### config.mk
export PLATFORM = sky130hd
export DESIGN_NAME = pgn_ram
export DESIGN_NICKNAME = d
export VERILOG_FILES = /design/src/design/pgn_ram.sv
export SDC_FILE = /design/constraint.sdc
export NUM_CORES = 2
export LEC_CHECK = 0
export ABC_AREA = 1
export BUFFER_PORTS_ARGS = -buffer_cell sky130_fd_sc_hd__clkbuf_2
export CAP_MARGIN = 10
export CORE_ASPECT_RATIO = 1.1
export CORE_UTILIZATION = 35
export DETAILED_ROUTE_END_ITERATION = 8
export PLACE_DENSITY = 0.52
export SKIP_LAST_GASP = 1
export SLEW_MARGIN = 20
export SYNTH_ARGS = -nofsm -noshare
export SYNTH_HDL_FRONTEND = slang
export SYNTH_SLANG_ARGS = --single-unit
### constraint.sdc
create_clock -name clock -period 1.68 [get_ports clock]
set_input_delay 0.168 -clock clock [delete_from_list [all_inputs] [get_ports clock]]
set_output_delay 0.168 -clock clock [all_outputs]
set_load 0.01 [all_outputs]
### src/design/pgn_ram.sv
`default_nettype none
module pgn_ram #(
   parameter int WIDTH = 8,
   parameter int DEPTH = 256
) (
   input  wire logic                     clock,
   input  wire logic                     wr_en,
   input  wire logic [$clog2(DEPTH)-1:0] wr_addr,
   input  wire logic [WIDTH-1:0]         wr_data,
   input  wire logic                     rd_en,
   input  wire logic [$clog2(DEPTH)-1:0] rd_addr_a,
   input  wire logic [$clog2(DEPTH)-1:0] rd_addr_b,
   output logic      [WIDTH-1:0]         rd_data_a,
   output logic      [WIDTH-1:0]         rd_data_b
);

   logic [WIDTH-1:0] mem_ff [DEPTH];
   logic [WIDTH-1:0] rd_a_ff;
   logic [WIDTH-1:0] rd_b_ff;

   always_ff @(posedge clock) begin
      if (wr_en) begin
         mem_ff[wr_addr] <= wr_data;
      end
      if (rd_en) begin
         rd_a_ff <= mem_ff[rd_addr_a];
         rd_b_ff <= mem_ff[rd_addr_b];
      end
   end

   assign rd_data_a = rd_a_ff;
   assign rd_data_b = rd_b_ff;

endmodule
`default_nettype wire

# ---- Word-level counts from Yosys, hierarchy flattened
# Memories as Yosys holds them, arrays and structs flattened. A register that Yosys moved wholly into a read port is not among the register bits.
# Index checks and enable logic that the tools add are counted.
dict set report classes {
  n_addsub 0
  mul 0
  n_div 0
  magnitude_cmp 0
  n_eq_ne 0
  shift 0
  n_mux 2
  bitwise 0
  reduce_logical 0
}
# op count
set op_table {}
lappend op_table {{1-bit two-way mux} 2}
dict set report word_totals {
  reg_bits 0
  latchBits 0
  ramBits 2048
  mem_bits_ro 0
  input_bits 35
  out_inout_bits 16
  elab_cells 3
  n_memories 1
}
# memory depth word_bits read_ports rd_clocked_by_memory_dff write_ports line
set memory_table {}
lappend memory_table {mem_ff 256 8 2 2 1 17} ;# logic [WIDTH-1:0] mem_ff [DEPTH];

# ---- Depth between registers and ports, before layout
dict set report depth {
  ltp_word 2
  ltp_mapped 15
}

# ---- Least setup slack after synthesis
# OpenSTA, ideal clock, no wires.
dict set report synth_path {
  path_kind {in2reg}
  startpoint {input wr_en}
  endpoint {memory mem_ff[162][0] (enable)}
  setup_time_ps 370
  arrival_ps 1289
  required_ps 1310
  setup_slack_ps 21
  stages 4
  path_cell_list {clkbuf_1 > nand3_1 > clkbuf_1 > nor2_1}
}
dict set report synth_between {
  elab_chain_cells 2
}
# element line
set synth_rtl {}
lappend synth_rtl {{start, declared} 7} ;# input wire logic wr_en,
lappend synth_rtl {{1-bit two-way mux} 22} ;# if (wr_en) begin
lappend synth_rtl {{1-bit two-way mux (implied by the code)} 23} ;# mem_ff[wr_addr] <= wr_data;
lappend synth_rtl {{end, declared} 17}
# Every way passes these cells.

# ---- Final worst setup path
dict set report layout_path {
  startpoint {register rd_b_ff[4] (netlist: rd_data_b[4]) (read register of mem_ff)}
  endpoint {output rd_data_b[4]}
}
# element line
set layout_rtl {}
lappend layout_rtl {{start, declared} 19} ;# logic [WIDTH-1:0] rd_b_ff;
lappend layout_rtl {{end, declared} 14} ;# output logic [WIDTH-1:0] rd_data_b
# No word-level cell between the ends.

==> results.sh <==
export IMPL_utilization_pct=44.5
export IMPL_cp_end_kind="primary output"
export IMPL_rsz0062_at_grt="true"
export IMPL_path_delay_family="flip-flops"
export IMPL_grt_pass1_vias=89600
export IMPL_synthTopCellsByArea="edfxtp_1 (60%), nand3_1 (19%), nand2_1 (15%), buf_2 (2.6%), nor2_1 (1.0%)"
export IMPL_synth_nets=11600
export IMPL_gr_usage_all_layers_pct=28.3
export IMPL_rows=209
export IMPL_worst_pin_slew_ns=0.792
export IMPL_cpPeakStageDelay_ns=0.69
export IMPL_finalHoldViolations=0
export IMPL_cts_tree="yes"
export IMPL_hp_class="in2reg"
export IMPL_clk_latency_ns=0.96
export IMPL_final_nets=12200
export IMPL_period_needed_ns=2.05
export IMPL_antenna_found_initial=15
export IMPL_post_drt_wl_per_cell_um=26.7
export IMPL_violations="negative setup slack"
export IMPL_dp_hpwl_mm=293
export IMPL_fin_crit_sh_pct=122
export IMPL_io_buffers=50
export IMPL_grt_max_degree=76
export IMPL_synth_cell_types=12
export IMPL_use_met3_pct=4.34
export IMPL_status="finished with violations"
export IMPL_yosysTopAreaCell="edfxtp_1"
export IMPL_slew_headroom_pct=47.2
export IMPL_via_per_inst=5.76
export IMPL_grt_pass1_wl_mm=623
export IMPL_power_density_nw_per_um2=953
export IMPL_worstPathMaxFanout=2
export IMPL_finalSetupTns_ns=-3.59
export IMPL_die_area_um2=299000
export IMPL_arrival_ns=1.88
export IMPL_drive_gt1_share_pct=20.1
export IMPL_syn_inst=11600
export IMPL_coreArea_um2=295000
export IMPL_critPathLaunchType="flop"
export IMPL_globalplace_congestion=0.977
export IMPL_critPathKind="reg2out"
export IMPL_skew_ns=0.0915
export IMPL_die_x_um=522
export IMPL_drt_iter0_drc=12200
export IMPL_ys_ff_latch=2064
export IMPL_setup_viol=20
export IMPL_clk_pin_slew_worst_paths_ns=0.06
export IMPL_drc=0
export IMPL_use_met1_pct=36.9
export IMPL_path_buf_inv=1
export IMPL_cp_required_ns=1.51
export IMPL_maxCapViolCount=0
export IMPL_dp_slack_ns=-1.10
export IMPL_yosysSeqAreaShare_pct=59.6
export IMPL_vias=93900
export IMPL_fmax_mhz=488
export IMPL_cts_buffer_depth=4
export IMPL_fp_dieH_um=574
export IMPL_start_util_pct=35.2
export IMPL_firstDrtPassIters=9
export IMPL_finalMaxSlewViolations=0
export IMPL_ir_drop_uv=919
export IMPL_cts_root_buf="clkbuf_16"
export IMPL_grt_use_met2_pct=44.7
export IMPL_syn_area_um2=104000
export IMPL_synth_top_area_share_pct=59.6
export IMPL_p_total_mw=125
export IMPL_cts_num_sinks=2064
export IMPL_fin_ws_ns=-0.371
export IMPL_cts_buffers=230
export IMPL_fill_cells=27200
export IMPL_drtAntennaViolNets=0
export IMPL_yosysWarnings=0
export IMPL_p_leak_nw=50.1
export IMPL_cts_max_level=4
export IMPL_syn2layout_area_growth_pct=26.3
export IMPL_avgSynthCellArea_um2=8.99
export IMPL_grt_busiest_layer="met2"
export IMPL_grt_overflow_total=0
export IMPL_worstPathCellList="buf_2"
export IMPL_drt_wl_total_mm=435
export IMPL_slowest_stage="edfxtp_1"
export IMPL_ios=51
cells in the mapped netlist (all sizes together):
library cell and count:
nand2 4211, nand3 4035, edfxtp 2064, buf 738, nor2 283, clkbuf 194
inv 47
repair_timing:
action	CTS	global route
pin swaps	138	320
resized for setup	483	554
buffers inserted	3	8
hold endpoints to repair	1960	0
endpoints found under the setup margin	31	49
hold buffers	14	0
final timing paths:
| kind | depth (start not counted) | start | to | slack (ns) |
|---|---|---|---|---|
| worst max register to register | 11 | mem_ff[183][5] | rd_data_b[5] | -0.30 |
| worst max-delay path | 1 | rd_data_b[4] | rd_data_b[4] | -0.37 |
| worst min register to register | 10 | mem_ff[144][6] | rd_data_a[6] | 1.06 |
| worst min-delay path | 8 | rd_addr_a[5] | rd_data_a[4] | 0.07 |
cells by family (layout without fill, tap and decap cells):
| group | after synthesis | after routing | share of synthesized area [%] |
|---|---|---|---|
| flops | 2064 | 2064 | 59.6 |
| simple gates | 8529 | 8529 | 35.6 |
| buf+inv | 979 | 1806 | 4.78 |
| other cells | 0 | 8 | 0 |
stage by stage:
step | hold WS, ns | cell area [µm²] | cells
2_1_floorplan | 0.267 | 104000 | 11600
3_3_place_gp | 0.424 | 118000 | 15900
3_5_place_dp | 0.424 | 118000 | 15900
4_1_cts | 0.0149 | 129000 | 16300
5_1_grt | 0.0862 | 131000 | 16300
6_report | 0.0691 | 131000 | 16300
cell usage in the layout (no fill, tap or decap), types with 9 or more instances in the layout:
cell type      instances
edfxtp_1            2064
clkinv_2              50
nand2_2               56
clkinvlp_4             9
clkbuf_2              21
buf_4                915
nand3_2              599
buf_12               331
nand2_1             4149
nor2_1               280
clkbuf_16            231
clkbuf_1              40
bufinv_16             31
inv_1                 37
clkinv_1              51
nand3_4              163
dlygate4sd3_1         13
buf_6                 33
buf_8                 15
nand3_1             3273
per-layer routing:
metal	wire (µm)	part of all wire [%]
met5	46	0.011
met4	28600	6.6
met3	40200	9.2
met2	197000	45
met1	169000	39
sequential cells by signal, indices dropped and copies added (netlist names):
| name | cells |
|---|---|
| rd_data_b | 8 |
| mem_ff | 2048 |
| rd_data_a | 8 |
cell type report:
class	instances	area [µm²]	share of cell area, %
Sequential cell	2064	62000	47.2
Multi-Input combinational cell	8529	42300	32.2
Timing Repair Buffer	1337	14400	11.0
Clock buffer	271	5930	4.51
Tap cell	3903	4880	3.72
Clock inverter	151	1630	1.24
Inverter	47	251	0.191
Antenna cell	8	20.0	0.0152
power by group:
group,leakage (nW),internal (mW),switching (mW)
registers,18.6,56.8,0.163
clock network,3.69,29.9,21.9
logic,27.8,5.38,11.1
total,50.1,92.1,33.1
(Power assumes the default switching activity.)
